### config.mk
export PLATFORM = sky130hd
export DESIGN_NAME = motion_stall_detector
export DESIGN_NICKNAME = d
export VERILOG_FILES = /design/src/hdl/msd_pkg.sv /design/src/hdl/motion_stall_detector.sv
export SDC_FILE = /design/constraint.sdc
export NUM_CORES = 2
export LEC_CHECK = 0
export BUFFER_PORTS_ARGS = -buffer_cell sky130_fd_sc_hd__buf_2
export CAP_MARGIN = 40
export CORE_MARGIN = 4
export CORE_UTILIZATION = 55
export CTS_BUF_LIST = sky130_fd_sc_hd__clkbuf_8
export CTS_CLUSTER_SIZE = 20
export DETAILED_ROUTE_END_ITERATION = 12
export PLACE_DENSITY = 0.72
export SLEW_MARGIN = 15
export SYNTH_ARGS = -nofsm -noshare
export SYNTH_HDL_FRONTEND = slang
export SYNTH_SLANG_ARGS = --single-unit
### constraint.sdc
create_clock -name clk -period 14.51 [get_ports clk]
set_input_delay 2.902 -clock clk [delete_from_list [all_inputs] [get_ports clk]]
set_output_delay 2.902 -clock clk [all_outputs]
set_load 0.03 [all_outputs]
### src/hdl/msd_pkg.sv
// ----------------------------------------------------------------------------
// msd_pkg
// Beat types, codes and fixed-point constants for the motion stall detector.
// ----------------------------------------------------------------------------
package msd_pkg;

    // configuration port
    localparam int CFG_IDX_W  = 3;
    localparam int CFG_DATA_W = 16;

    localparam logic [CFG_IDX_W-1:0] REG_MOVING_SPEED  = 3'd0;
    localparam logic [CFG_IDX_W-1:0] REG_STALL_TIMEOUT = 3'd1;
    localparam logic [CFG_IDX_W-1:0] REG_DISPLACEMENT  = 3'd2;
    localparam logic [CFG_IDX_W-1:0] REG_WHEEL_MOTION  = 3'd3;
    localparam logic [CFG_IDX_W-1:0] REG_ACTIVITY      = 3'd4;
    localparam logic [CFG_IDX_W-1:0] REG_IMPACT        = 3'd5;
    localparam logic [CFG_IDX_W-1:0] REG_GRACE         = 3'd6;

    // item kinds
    localparam logic [1:0] ACT_IMU     = 2'd0;
    localparam logic [1:0] ACT_TICK    = 2'd1;
    localparam logic [1:0] ACT_RESTART = 2'd2;

    // stall report codes
    localparam logic [1:0] REP_NONE    = 2'd0;
    localparam logic [1:0] REP_CLEARED = 2'd1;
    localparam logic [1:0] REP_FORWARD = 2'd2;
    localparam logic [1:0] REP_REVERSE = 2'd3;

    // stall cause codes
    localparam logic [2:0] CAUSE_NONE     = 3'd0;
    localparam logic [2:0] CAUSE_IMPACT   = 3'd1;
    localparam logic [2:0] CAUSE_OBSTACLE = 3'd2;
    localparam logic [2:0] CAUSE_DEAD     = 3'd3;
    localparam logic [2:0] CAUSE_SLIP     = 3'd4;
    localparam logic [2:0] CAUSE_NO_DISP  = 3'd5;
    localparam logic [2:0] CAUSE_HELD_OFF = 3'd6;

    // averaging: bias by 1/512, activity by 3277/65536
    localparam int         BIAS_SHIFT = 9;
    localparam int         ACT_SHIFT  = 16;
    localparam logic [12:0] ACT_GAIN  = 13'd3277;

    typedef struct packed {
        logic [1:0]         action;
        logic signed [15:0] accel_x;
        logic signed [23:0] pos_x;
        logic signed [23:0] pos_y;
        logic [11:0]        command_speed_abs;
        logic [11:0]        wheel_speed_abs;
        logic               obstacle_block;
        logic               reversing;
    } in_t;

    typedef struct packed {
        logic [1:0]  stall_report;
        logic [2:0]  cause_code;
        logic        is_stalled;
        logic [15:0] activity_level;
    } out_t;

endpackage

### src/hdl/motion_stall_detector.sv
// ----------------------------------------------------------------------------
// motion_stall_detector
// Stall watch for a driving car, fed by IMU samples, control ticks and plan
// restarts, with one shared multiplier under a small sequencer.
// ----------------------------------------------------------------------------
// Usage
//   in channel (in_valid/in_ready/in_data): one beat is an IMU sample, a
//   control tick or a plan restart, chosen by in_data.action.
//   out channel (out_valid/out_ready/out_data): exactly one beat per input
//   beat, in order.
//   cfg port: cfg_wr_en writes cfg_data into register cfg_index at once;
//   write only while the block is idle.
// Timing
//   in_ready is high only while the sequencer is idle. An IMU beat runs
//   the bias, dyn, mul and act states, a tick diff, mx, my, mt and dec,
//   a restart the restart state, and an unused action code none; each then
//   ends in push. The multiplier makes one pass for the activity gain and
//   three for a tick: the squared x and y offsets and the squared threshold.
// Reset and stalls
//   rst_n clears all averages, counters, flags and the output register and
//   loads the register defaults; the grace window starts as after a restart.
//   A result waits in the output register while out_ready is low; the next
//   input beat can still be taken and worked on, and its result is held
//   back until the register is free.
// ----------------------------------------------------------------------------
module motion_stall_detector (
    input  logic                            clk,
    input  logic                            rst_n,
    input  logic                            in_valid,
    output logic                            in_ready,
    input  msd_pkg::in_t                    in_data,
    output logic                            out_valid,
    input  logic                            out_ready,
    output msd_pkg::out_t                   out_data,
    input  logic                            cfg_wr_en,
    input  logic [msd_pkg::CFG_IDX_W-1:0]   cfg_index,
    input  logic [msd_pkg::CFG_DATA_W-1:0]  cfg_data
);
    import msd_pkg::*;

    localparam logic [3:0] ST_IDLE    = 4'd0;
    localparam logic [3:0] ST_BIAS    = 4'd1;
    localparam logic [3:0] ST_DYN     = 4'd2;
    localparam logic [3:0] ST_MUL     = 4'd3;
    localparam logic [3:0] ST_ACT     = 4'd4;
    localparam logic [3:0] ST_DIFF    = 4'd5;
    localparam logic [3:0] ST_MX      = 4'd6;
    localparam logic [3:0] ST_MY      = 4'd7;
    localparam logic [3:0] ST_MT      = 4'd8;
    localparam logic [3:0] ST_DEC     = 4'd9;
    localparam logic [3:0] ST_RESTART = 4'd10;
    localparam logic [3:0] ST_PUSH    = 4'd11;

    function automatic logic [15:0] inc_sat(input logic [15:0] c);
        return (c == 16'hFFFF) ? c : c + 16'd1;
    endfunction

    // configuration registers
    logic [11:0] speed_thr_reg;
    logic [15:0] timeout_reg;
    logic [11:0] disp_thr_reg;
    logic [11:0] wheel_thr_reg;
    logic [14:0] act_thr_reg;
    logic [14:0] impact_thr_reg;
    logic [15:0] grace_reg;

    // block state
    logic [3:0]         state_reg, state_next;
    logic signed [31:0] bias_reg;
    logic [31:0]        act_reg;
    logic [15:0]        peak_reg;
    logic               armed_reg;
    logic               latched_reg;
    logic signed [23:0] anchor_x_reg, anchor_y_reg;
    logic [15:0]        elapsed_reg, idle_reg, since_reg;
    logic [1:0]         report_reg;
    logic [2:0]         cause_reg;
    logic               out_valid_reg;
    out_t               out_reg;

    // working registers
    in_t                item_reg;
    logic [32:0]        dyn_reg;
    logic signed [24:0] dx_reg, dy_reg;
    logic signed [58:0] prod_reg;
    logic [49:0]        d2_reg;

    logic               push_ok;

    // ---------------- imu datapath ----------------
    logic signed [31:0] a16;
    logic signed [32:0] bias_diff, bias_step, bias_sum;
    logic [32:0]        dyn_abs;
    logic signed [33:0] act_diff;
    logic signed [58:0] act_step;
    logic signed [44:0] act_sum;
    logic [31:0]        act_new;
    logic [15:0]        pk16;

    always_comb
    begin
        a16       = {item_reg.accel_x, 16'h0000};
        bias_diff = {a16[31], a16} - {bias_reg[31], bias_reg};
        bias_step = bias_diff >>> BIAS_SHIFT;
        bias_sum  = {bias_reg[31], bias_reg} + bias_step;
        // after the bias update the same difference is the residual
        dyn_abs   = bias_diff[32] ? 33'(-bias_diff) : 33'(bias_diff);
        act_diff  = {1'b0, dyn_reg} - {2'b00, act_reg};
        act_step  = prod_reg >>> ACT_SHIFT;
        act_sum   = {13'd0, act_reg} + act_step[44:0];
        if (act_sum[44])
            act_new = 32'd0;
        else if (|act_sum[43:32])
            act_new = 32'hFFFF_FFFF;
        else
            act_new = act_sum[31:0];
        pk16 = dyn_reg[32] ? 16'hFFFF : dyn_reg[31:16];
    end

    // ---------------- shared multiplier ----------------
    logic signed [33:0] mul_a;
    logic signed [24:0] mul_b;
    logic signed [58:0] prod_next;

    always_comb
    begin
        mul_a = '0;
        mul_b = '0;
        case (state_reg)
            ST_MUL:
            begin
                mul_a = act_diff;
                mul_b = {12'd0, ACT_GAIN};
            end
            ST_MX:
            begin
                mul_a = 34'(dx_reg);
                mul_b = dx_reg;
            end
            ST_MY:
            begin
                mul_a = 34'(dy_reg);
                mul_b = dy_reg;
            end
            ST_MT:
            begin
                mul_a = {22'd0, disp_thr_reg};
                mul_b = {13'd0, disp_thr_reg};
            end
            default:
            begin
                mul_a = '0;
                mul_b = '0;
            end
        endcase
        prod_next = mul_a * mul_b;
    end

    // ---------------- tick decision ----------------
    logic        grace, moving, turning, far, quiet, disp_hit, tick_stall, watching;
    logic [15:0] el_inc, idle_inc;
    logic [2:0]  tick_cause;

    always_comb
    begin
        grace    = since_reg < grace_reg;
        moving   = item_reg.command_speed_abs >= speed_thr_reg;
        turning  = item_reg.wheel_speed_abs >= wheel_thr_reg;
        far      = d2_reg > {26'd0, prod_reg[23:0]};
        quiet    = act_reg < {1'b0, act_thr_reg, 16'h0000};
        el_inc   = inc_sat(elapsed_reg);
        idle_inc = turning ? 16'd0 : inc_sat(idle_reg);
        watching = !latched_reg && moving && !grace && armed_reg;
        disp_hit   = 1'b0;
        tick_cause = CAUSE_NONE;
        if (peak_reg > {1'b0, impact_thr_reg})
            tick_cause = CAUSE_IMPACT;
        else if (idle_inc > timeout_reg)
            tick_cause = item_reg.obstacle_block ? CAUSE_OBSTACLE : CAUSE_DEAD;
        else if (far)
            disp_hit = 1'b1;
        else if (el_inc > timeout_reg)
            tick_cause = quiet ? (turning ? CAUSE_SLIP : CAUSE_NO_DISP) : CAUSE_HELD_OFF;
        tick_stall = (tick_cause != CAUSE_NONE) && (tick_cause != CAUSE_HELD_OFF);
    end

    // ---------------- sequencer ----------------
    assign in_ready = (state_reg == ST_IDLE);
    assign push_ok  = !out_valid_reg || out_ready;

    always_comb
    begin
        state_next = state_reg;
        unique case (state_reg)
            ST_IDLE:
            begin
                if (in_valid)
                begin
                    unique case (in_data.action)
                        ACT_IMU:     state_next = ST_BIAS;
                        ACT_TICK:    state_next = ST_DIFF;
                        ACT_RESTART: state_next = ST_RESTART;
                        default:     state_next = ST_PUSH;
                    endcase
                end
            end
            ST_BIAS:    state_next = ST_DYN;
            ST_DYN:     state_next = ST_MUL;
            ST_MUL:     state_next = ST_ACT;
            ST_ACT:     state_next = ST_PUSH;
            ST_DIFF:    state_next = ST_MX;
            ST_MX:      state_next = ST_MY;
            ST_MY:      state_next = ST_MT;
            ST_MT:      state_next = ST_DEC;
            ST_DEC:     state_next = ST_PUSH;
            ST_RESTART: state_next = ST_PUSH;
            ST_PUSH:    state_next = push_ok ? ST_IDLE : ST_PUSH;
            default:    state_next = ST_IDLE;
        endcase
    end

    // working registers, no reset needed
    always_ff @(posedge clk)
    begin
        prod_reg <= prod_next;
        if (in_valid && in_ready)
            item_reg <= in_data;
        if (state_reg == ST_DYN)
            dyn_reg <= dyn_abs;
        if (state_reg == ST_DIFF)
        begin
            dx_reg <= {item_reg.pos_x[23], item_reg.pos_x} - {anchor_x_reg[23], anchor_x_reg};
            dy_reg <= {item_reg.pos_y[23], item_reg.pos_y} - {anchor_y_reg[23], anchor_y_reg};
        end
        if (state_reg == ST_MY)
            d2_reg <= prod_reg[49:0];
        else if (state_reg == ST_MT)
            d2_reg <= d2_reg + prod_reg[49:0];
    end

    // configuration
    always_ff @(posedge clk or negedge rst_n)
    begin
        if (!rst_n)
        begin
            speed_thr_reg  <= 12'd150;
            timeout_reg    <= 16'd75;
            disp_thr_reg   <= 12'd50;
            wheel_thr_reg  <= 12'd20;
            act_thr_reg    <= 15'd51;
            impact_thr_reg <= 15'd3072;
            grace_reg      <= 16'd50;
        end
        else if (cfg_wr_en)
        begin
            unique case (cfg_index)
                REG_MOVING_SPEED:  speed_thr_reg  <= cfg_data[11:0];
                REG_STALL_TIMEOUT: timeout_reg    <= cfg_data;
                REG_DISPLACEMENT:  disp_thr_reg   <= cfg_data[11:0];
                REG_WHEEL_MOTION:  wheel_thr_reg  <= cfg_data[11:0];
                REG_ACTIVITY:      act_thr_reg    <= cfg_data[14:0];
                REG_IMPACT:        impact_thr_reg <= cfg_data[14:0];
                REG_GRACE:         grace_reg      <= cfg_data;
                default:           ;
            endcase
        end
    end

    // block state and result
    always_ff @(posedge clk or negedge rst_n)
    begin
        if (!rst_n)
        begin
            state_reg     <= ST_IDLE;
            bias_reg      <= '0;
            act_reg       <= '0;
            peak_reg      <= '0;
            armed_reg     <= 1'b0;
            latched_reg   <= 1'b0;
            anchor_x_reg  <= '0;
            anchor_y_reg  <= '0;
            elapsed_reg   <= '0;
            idle_reg      <= '0;
            since_reg     <= '0;
            report_reg    <= REP_NONE;
            cause_reg     <= CAUSE_NONE;
            out_valid_reg <= 1'b0;
            out_reg       <= '0;
        end
        else
        begin
            state_reg <= state_next;

            // in push the output register is reloaded below instead
            if (out_valid_reg && out_ready && state_reg != ST_PUSH)
                out_valid_reg <= 1'b0;

            if (in_valid && in_ready)
            begin
                report_reg <= REP_NONE;
                cause_reg  <= CAUSE_NONE;
            end

            case (state_reg)
                ST_BIAS:
                    bias_reg <= bias_sum[31:0];
                ST_ACT:
                begin
                    act_reg <= act_new;
                    if (pk16 > peak_reg)
                        peak_reg <= pk16;
                end
                ST_DEC:
                begin
                    since_reg <= inc_sat(since_reg);
                    if (!latched_reg)
                    begin
                        peak_reg <= '0;
                        if (moving && !grace)
                        begin
                            if (!armed_reg)
                            begin
                                anchor_x_reg <= item_reg.pos_x;
                                anchor_y_reg <= item_reg.pos_y;
                                elapsed_reg  <= '0;
                                idle_reg     <= '0;
                                armed_reg    <= 1'b1;
                            end
                            else
                            begin
                                idle_reg    <= idle_inc;
                                elapsed_reg <= disp_hit ? 16'd0 : el_inc;
                                // progress made: rearm the anchor here
                                if (disp_hit)
                                begin
                                    anchor_x_reg <= item_reg.pos_x;
                                    anchor_y_reg <= item_reg.pos_y;
                                end
                                if (tick_stall)
                                    latched_reg <= 1'b1;
                            end
                        end
                        else
                            armed_reg <= 1'b0;
                    end
                    cause_reg  <= watching ? tick_cause : CAUSE_NONE;
                    report_reg <= (watching && tick_stall)
                                  ? (item_reg.reversing ? REP_REVERSE : REP_FORWARD)
                                  : REP_NONE;
                end
                ST_RESTART:
                begin
                    report_reg  <= latched_reg ? REP_CLEARED : REP_NONE;
                    latched_reg <= 1'b0;
                    armed_reg   <= 1'b0;
                    since_reg   <= '0;
                end
                ST_PUSH:
                begin
                    if (push_ok)
                    begin
                        out_reg.stall_report   <= report_reg;
                        out_reg.cause_code     <= cause_reg;
                        out_reg.is_stalled     <= latched_reg;
                        out_reg.activity_level <= act_reg[31:16];
                        out_valid_reg          <= 1'b1;
                    end
                end
                default:
                    ;
            endcase
        end
    end

    assign out_valid = out_valid_reg;
    assign out_data  = out_reg;

    // ---------------- assertions ----------------
    // a stall only latches from a tick decision
    a_latch_from_tick: assert property (@(posedge clk) disable iff (!rst_n)
        $rose(latched_reg) |-> $past(state_reg) == ST_DEC)
        else $error("stall latched outside a tick decision");

    // a result waiting in push is never dropped
    a_push_lands: assert property (@(posedge clk) disable iff (!rst_n)
        (state_reg == ST_PUSH && push_ok) |=> out_valid_reg && state_reg == ST_IDLE)
        else $error("result beat not loaded into output register");

    // a stall report comes with a latched stall and a real cause
    a_stall_beat: assert property (@(posedge clk) disable iff (!rst_n)
        (out_valid_reg && (out_reg.stall_report == REP_FORWARD
                           || out_reg.stall_report == REP_REVERSE))
        |-> out_reg.is_stalled && out_reg.cause_code != CAUSE_NONE
            && out_reg.cause_code != CAUSE_HELD_OFF)
        else $error("stall report without latched stall or cause");

    // a held-off timeout never reports a stall
    a_held_off: assert property (@(posedge clk) disable iff (!rst_n)
        (out_valid_reg && out_reg.cause_code == CAUSE_HELD_OFF)
        |-> out_reg.stall_report == REP_NONE)
        else $error("held-off timeout reported as stall");

    // a cleared stall leaves nothing latched
    a_cleared: assert property (@(posedge clk) disable iff (!rst_n)
        (out_valid_reg && out_reg.stall_report == REP_CLEARED)
        |-> !out_reg.is_stalled && out_reg.cause_code == CAUSE_NONE)
        else $error("cleared report with stall still latched");

endmodule
== Yosys cells after proc, flatten, opt, wreduce, memory -nomap -nowiden ==
Index checks and enable logic that the tools add are counted.

* Add/sub/neg operators: 11
* $mul: 1
* Div/mod/pow operators: 0
* Order comparisons: 9
* Equal/unequal tests: 29
* Shift-type cells: 0
* Mux-type cells: 56
* Bitwise operators: 1
* Reductions and logical operators: 37

{| class="wikitable"
|+ Operator list
! operator !! count
|-
| $mux 16 || 10
|-
| $pmux 34 s4 || 1
|-
| $mux 50 || 2
|-
| $pmux 25 s4 || 1
|-
| $mux 24 || 4
|-
| $mux 32 || 3
|-
| $pmux 16 s2 || 2
|-
| $mul 34x25->59 || 1
|-
| $add 50x50->50 || 1
|-
| $gt 50x24->1 || 1
|-
| $sub 24x24->25 || 2
|-
| $add 16x1->16 const B || 3
|-
| $eq 16x16->1 const B || 3
|-
| $gt 16x16->1 || 3
|-
| $add 33x43->44 || 1
|-
| $pmux 4 s10 || 1
|-
| $sub 33x32->34 || 1
|-
| $neg 33->33 || 1
|-
| $sub 32x32->33 || 1
|-
| $add 32x24->32 || 1
|-
| $lt 32x31->1 || 1
|-
| $ge 12x12->1 || 2
|-
| $mux 3 || 7
|-
| $reduce_and 2->1 || 10
|-
| 34 further kinds || 81
|}

* Register bits after elaboration: 590
* Latch bits: 0
* RAM bits: 0
* Memory bits (read-only): 0
* Output and inout port bits: 24
* Logic and storage cells: 182
* Memories: 0

== Logic depth before layout (Yosys ltp) ==
* Depth after elaboration: 14
* Gate-level depth with buffers: 43
* Depth with buffers taken out: 42

== Least setup slack after synthesis ==
No wires, ideal clock.

* Path type: reg2reg
* Start: register act_reg[8]
* End: register prod_reg[56]
* Library setup time: 0.116 ns
* Arrival: 9.749 ns
* Data required time: 14.394 ns
* Slack: 4.644 ns
* Stages on the path, launching flop included: 40
* Path buffers: 2
* Clock period less this slack: 9.866 ns
* Path through: dfrtp_1 inv_1 ha_1 and2_4 a221o_1 a21oi_2 o21ai_1 nand4_1 a31oi_1 a311o_2 o31ai_4 o41ai_1 or4_1 nand3_1 buf_2 nand2_1 fa_1 inv_1 [... 4 more ...] fa_1 fa_1 fa_1 inv_1 fa_1 inv_1 ha_1 clkbuf_1 a21oi_1 nor2_1 nor2_1 o21ai_0 a21oi_1 o31ai_1 a21oi_2 nor2_1 or4_1 and4_1

* Cells in the longest elaborated chain, start to end: 3

{| class="wikitable"
|+ Ends and longest elaborated chain
! what !! line !! source
|-
| start: declaration || motion_stall_detector.sv:70 || <nowiki>logic [31:0] act_reg;</nowiki>
|-
| start signal: assignment || motion_stall_detector.sv:309 || <nowiki>act_reg <= act_new;</nowiki>
|-
| $sub 33x32->34 || motion_stall_detector.sv:108 || <nowiki>act_diff = {1'b0, dyn_reg} - {2'b00, act_reg};</nowiki>
|-
| $pmux 34 s4 || motion_stall_detector.sv:129 || <nowiki>case (state_reg)</nowiki>
|-
| $mul 34x25->59 || motion_stall_detector.sv:156 || <nowiki>prod_next = mul_a * mul_b;</nowiki>
|-
| via prod_next[56] || motion_stall_detector.sv:123 || <nowiki>logic signed [58:0] prod_next;</nowiki>
|-
| end signal: assignment || motion_stall_detector.sv:225 || <nowiki>prod_reg <= prod_next;</nowiki>
|-
| end: declaration || motion_stall_detector.sv:85 || <nowiki>logic signed [58:0] prod_reg;</nowiki>
|}

The timed path passes the listed nets, and every way through them passes these cells.
A chain may end at the register's enable or synchronous reset.

== Worst setup path after layout ==
* Start: register act_reg[1]
* End: register prod_reg[56]

Same word-level chain as after synthesis.

==> out/summary.txt <==
CP Capture Type -> register
synthesized area per cell -> 9.330 µm²
GR Overflow Total -> 0
final setup TNS -> 0 ns
initial core utilization -> 55.52%
Sequential Area -> 15610 µm²
CTS root buf -> clkbuf_8
f_max -> 90.15 MHz
reg2reg start -> act_reg[1]
Finish-stage setup viols -> 0
ys flop type -> dfrtp_1
leakage -> 34.83 nW
Synth-to-Final Area Change -> 7.707%
required time of the critical path -> 15.24 ns
DP Area -> 68540 µm²
Multi-input gate area -> 44390 µm²
die area -> 125100 µm²
synth warn -> 0
total setup buffers inserted after CTS -> 0
reg2reg path depth -> 38
die width -> 353.7 µm
DR vias -> 51108
Peak VDD IR -> 0.1461 mV
initial antenna violation count -> 7
wire length of the first global-routing pass -> 290600 µm
normalized max-slew margin -> 37.97%
WL per Instance -> 20.83 µm
die height -> 353.7 µm
max reg flops -> 74
leading cell type in the layout, fill and taps excluded -> inv_1
CP max stage cell -> fa_1
DR iter-0 viols -> 4517
hold_buf cts -> 0
P per Cell Area -> 181.8 nW/µm²
family with the most delay on the worst path -> adder cells
Worst-path clk slew -> 0.06 ns
vias in the first global route -> 52119
hold path endpoint -> cause_reg[2]
flop2flop setup slack -> 3.42 ns
Cell Area, Synth -> 65730 µm²
Hold Fails Final Rpt -> 0
Max Slew Vio Count -> 0
dpl hpwl -> 144800 µm
WP buf/inv -> 7
drt pass-1 iters -> 6
CTS H-tree depth -> 3
flops & latches, synth -> 590
antenna violation net count after detailed routing -> 0
hold path depth -> 2
count of input and output buffers -> 139
min-delay worst type -> register to register
slew of the pin with the lowest slew margin -> 0.9278 ns
CTS tree -> yes
status -> complete, no violations
Sink Count -> 590
total CTS buffers -> 101
post-route minimum period -> 11.09 ns
Final Cell Area -> 70800 µm²
nets -> 8668
ratio of cells with drive above 1 in the final layout -> 8.830%
EDFF count, synth -> 223
Reg2Reg Capture Point -> prod_reg[56]
Worst path most repeated cell -> fa_1
Final Wtd Congestion -> 0.9925
DRT Wirelength -> 184600 µm
# IOs -> 140
pin count of the biggest net entering global routing -> 106
startpoint class of the critical path -> register
Tot GR Track Use -> 29.65%
Unique masters post-synth -> 104
Async S/R FF share, synth -> 52.20%
clk_skew -> 0.07159 ns
Tcrit/Tclk final -> 76.44%
Clock Path Buffers -> 3
critical path data arrival time -> 11.82 ns
Post-CTS Resized -> 0
CP max stage delay -> 0.87 ns
Remaining DRCs -> 0
CORE AREA -> 118400 µm²
worst hold start -> cause_reg[2]
num rows -> 126
number of fill cells -> 10088
register area share after synthesis -> 23.75%
post-synthesis cell count -> 7045
Critical Path Fanout Max -> 11
commonest non-fill, non-tap cells in the layout -> inv_1 (1347), fa_1 (871), nand2_1 (694), nor2_1 (587), ha_1 (511)
Clk Latency, worst-skew pair -> 0.84 ns
Setup Crit Path Kind -> register to register
vias per cell -> 5.766
Fin Hold WS -> 0.4826 ns
RSZ-0062 raised after global routing -> false
max_cap viols -> 0
power breakdown:
part           leakage [nW]  total [mW]  switching (mW)  internal (mW)
combinational          27.1        8.49            5.39           3.10
sequential             6.46        2.73           0.426           2.30
clock                  1.25        1.65           0.765          0.890
kinds of logic (layout without fill, tap and decap cells):
kind of cell | count (synthesis) | after routing | share of synthesized area [%]
multiplexers | 138 | 138 | 2.353
AND/OR/NAND/NOR | 1826 | 1826 | 12.30
XOR/XNOR | 314 | 314 | 4.195
other | 2 | 13 | 0.01142
flip-flops | 590 | 590 | 23.75
buffers and inverters | 1557 | 1764 | 8.963
adder cells (fa/ha/maj) | 1382 | 1382 | 36.25
AO/OA/AOI/OAI | 1236 | 1236 | 12.18
worst reg2reg max path, delay by kind of cell, from the launching register on:
| family | cells | cell delay [ns] |
|---|---|---|
| flip-flops | 1 | 0.42 |
| AO/OA/AOI/OAI | 12 | 2.39 |
| adder cells (fa/ha/maj) | 9 | 4.85 |
| AND/OR/NAND/NOR | 10 | 2.22 |
| buffers and inverters | 7 | 1.18 |
synthesized netlist by cell type (all sizes together), types with 8 or more instances:
master | number | area [µm²]
a2111oi | 10 | 107.6
inv | 1321 | 4959
nor2 | 604 | 2285
nor3b | 11 | 82.58
o21ai | 299 | 1496
ha | 511 | 6394
xor2 | 109 | 962.2
fa | 871 | 17440
o2bb2ai | 17 | 148.9
o211ai | 11 | 82.58
o21a | 79 | 593.1
o31ai | 23 | 186.4
nand2b | 59 | 369.1
or2 | 20 | 125.1
nand4 | 55 | 344.1
and4 | 11 | 96.34
nor2b | 52 | 325.3
nand2 | 695 | 2609
a32oi | 29 | 254.0
dfxtp | 59 | 1181
or3 | 26 | 162.7
clkbuf | 193 | 725.7
edfxtp | 223 | 6696
o21bai | 50 | 375.4
nor4 | 29 | 187.7
a21oi | 328 | 1660
o41ai | 14 | 137.6
and2 | 30 | 191.4
a22o | 28 | 245.2
a22oi | 18 | 135.1
dfrtp | 286 | 7157
a211oi | 36 | 275.3
o31a | 9 | 80.08
xnor2 | 205 | 1795
a21boi | 14 | 105.1
a31oi | 30 | 187.7
o22ai | 9 | 56.30
dfstp | 22 | 578.1
mux2 | 132 | 1486
a221oi | 8 | 76.32
and3 | 33 | 206.5
buf | 38 | 188.9
a21o | 159 | 1194
nor3 | 68 | 350.3
nand3 | 107 | 535.5
metal layers:
metal / share of wire, % / vias to the layer above / global-route usage, %
met1: 39 / 25259 / 38.77
met3: 8.9 / 554 / 5.945
met5: 0.027 / - / 0
met4: 5.4 / 8 / 13.73
met2: 46 / 2203 / 47.78
li1: - / 23084 / -
metrics by stage:
| step | setup slack (ns) | utilization (%) | std cells | power, mW |
|---|---|---|---|---|
| finish | 3.418 | 59.80 | 8863 | 12.87 |
| global route | 2.682 | 59.79 | 8861 | 13.85 |
| CTS | 3.479 | 59.76 | 8857 | 12.77 |
| detailed placement | 3.442 | 57.89 | 8665 | 11.05 |
| global placement | 3.337 | 57.73 | 8648 | 10.82 |
| floorplan | 4.644 | - | 7052 | 8.466 |
how the worst max path moves through the flow:
stage	from	end	slack [ns]	cells past startpoint
after floorplan	act_reg[8]	prod_reg[56]	4.64	39
after global placement	act_reg[1]	prod_reg[56]	3.34	37
after detailed placement	act_reg[8]	prod_reg[56]	3.44	38
after CTS	act_reg[1]	prod_reg[56]	3.48	38
after global routing	act_reg[21]	prod_reg[56]	2.68	38
final	act_reg[1]	prod_reg[56]	3.42	38
layout make-up:
type	instances	area share, %
Antenna cell	4	0.01414
Clock buffer	116	2.255
Clock inverter	76	0.8642
Inverter	1326	7.030
Multi-Input combinational cell	4905	62.70
Sequential cell	590	22.05
Tap cell	1600	2.828
Timing Repair Buffer	246	2.253
(Power assumes the default switching activity.)
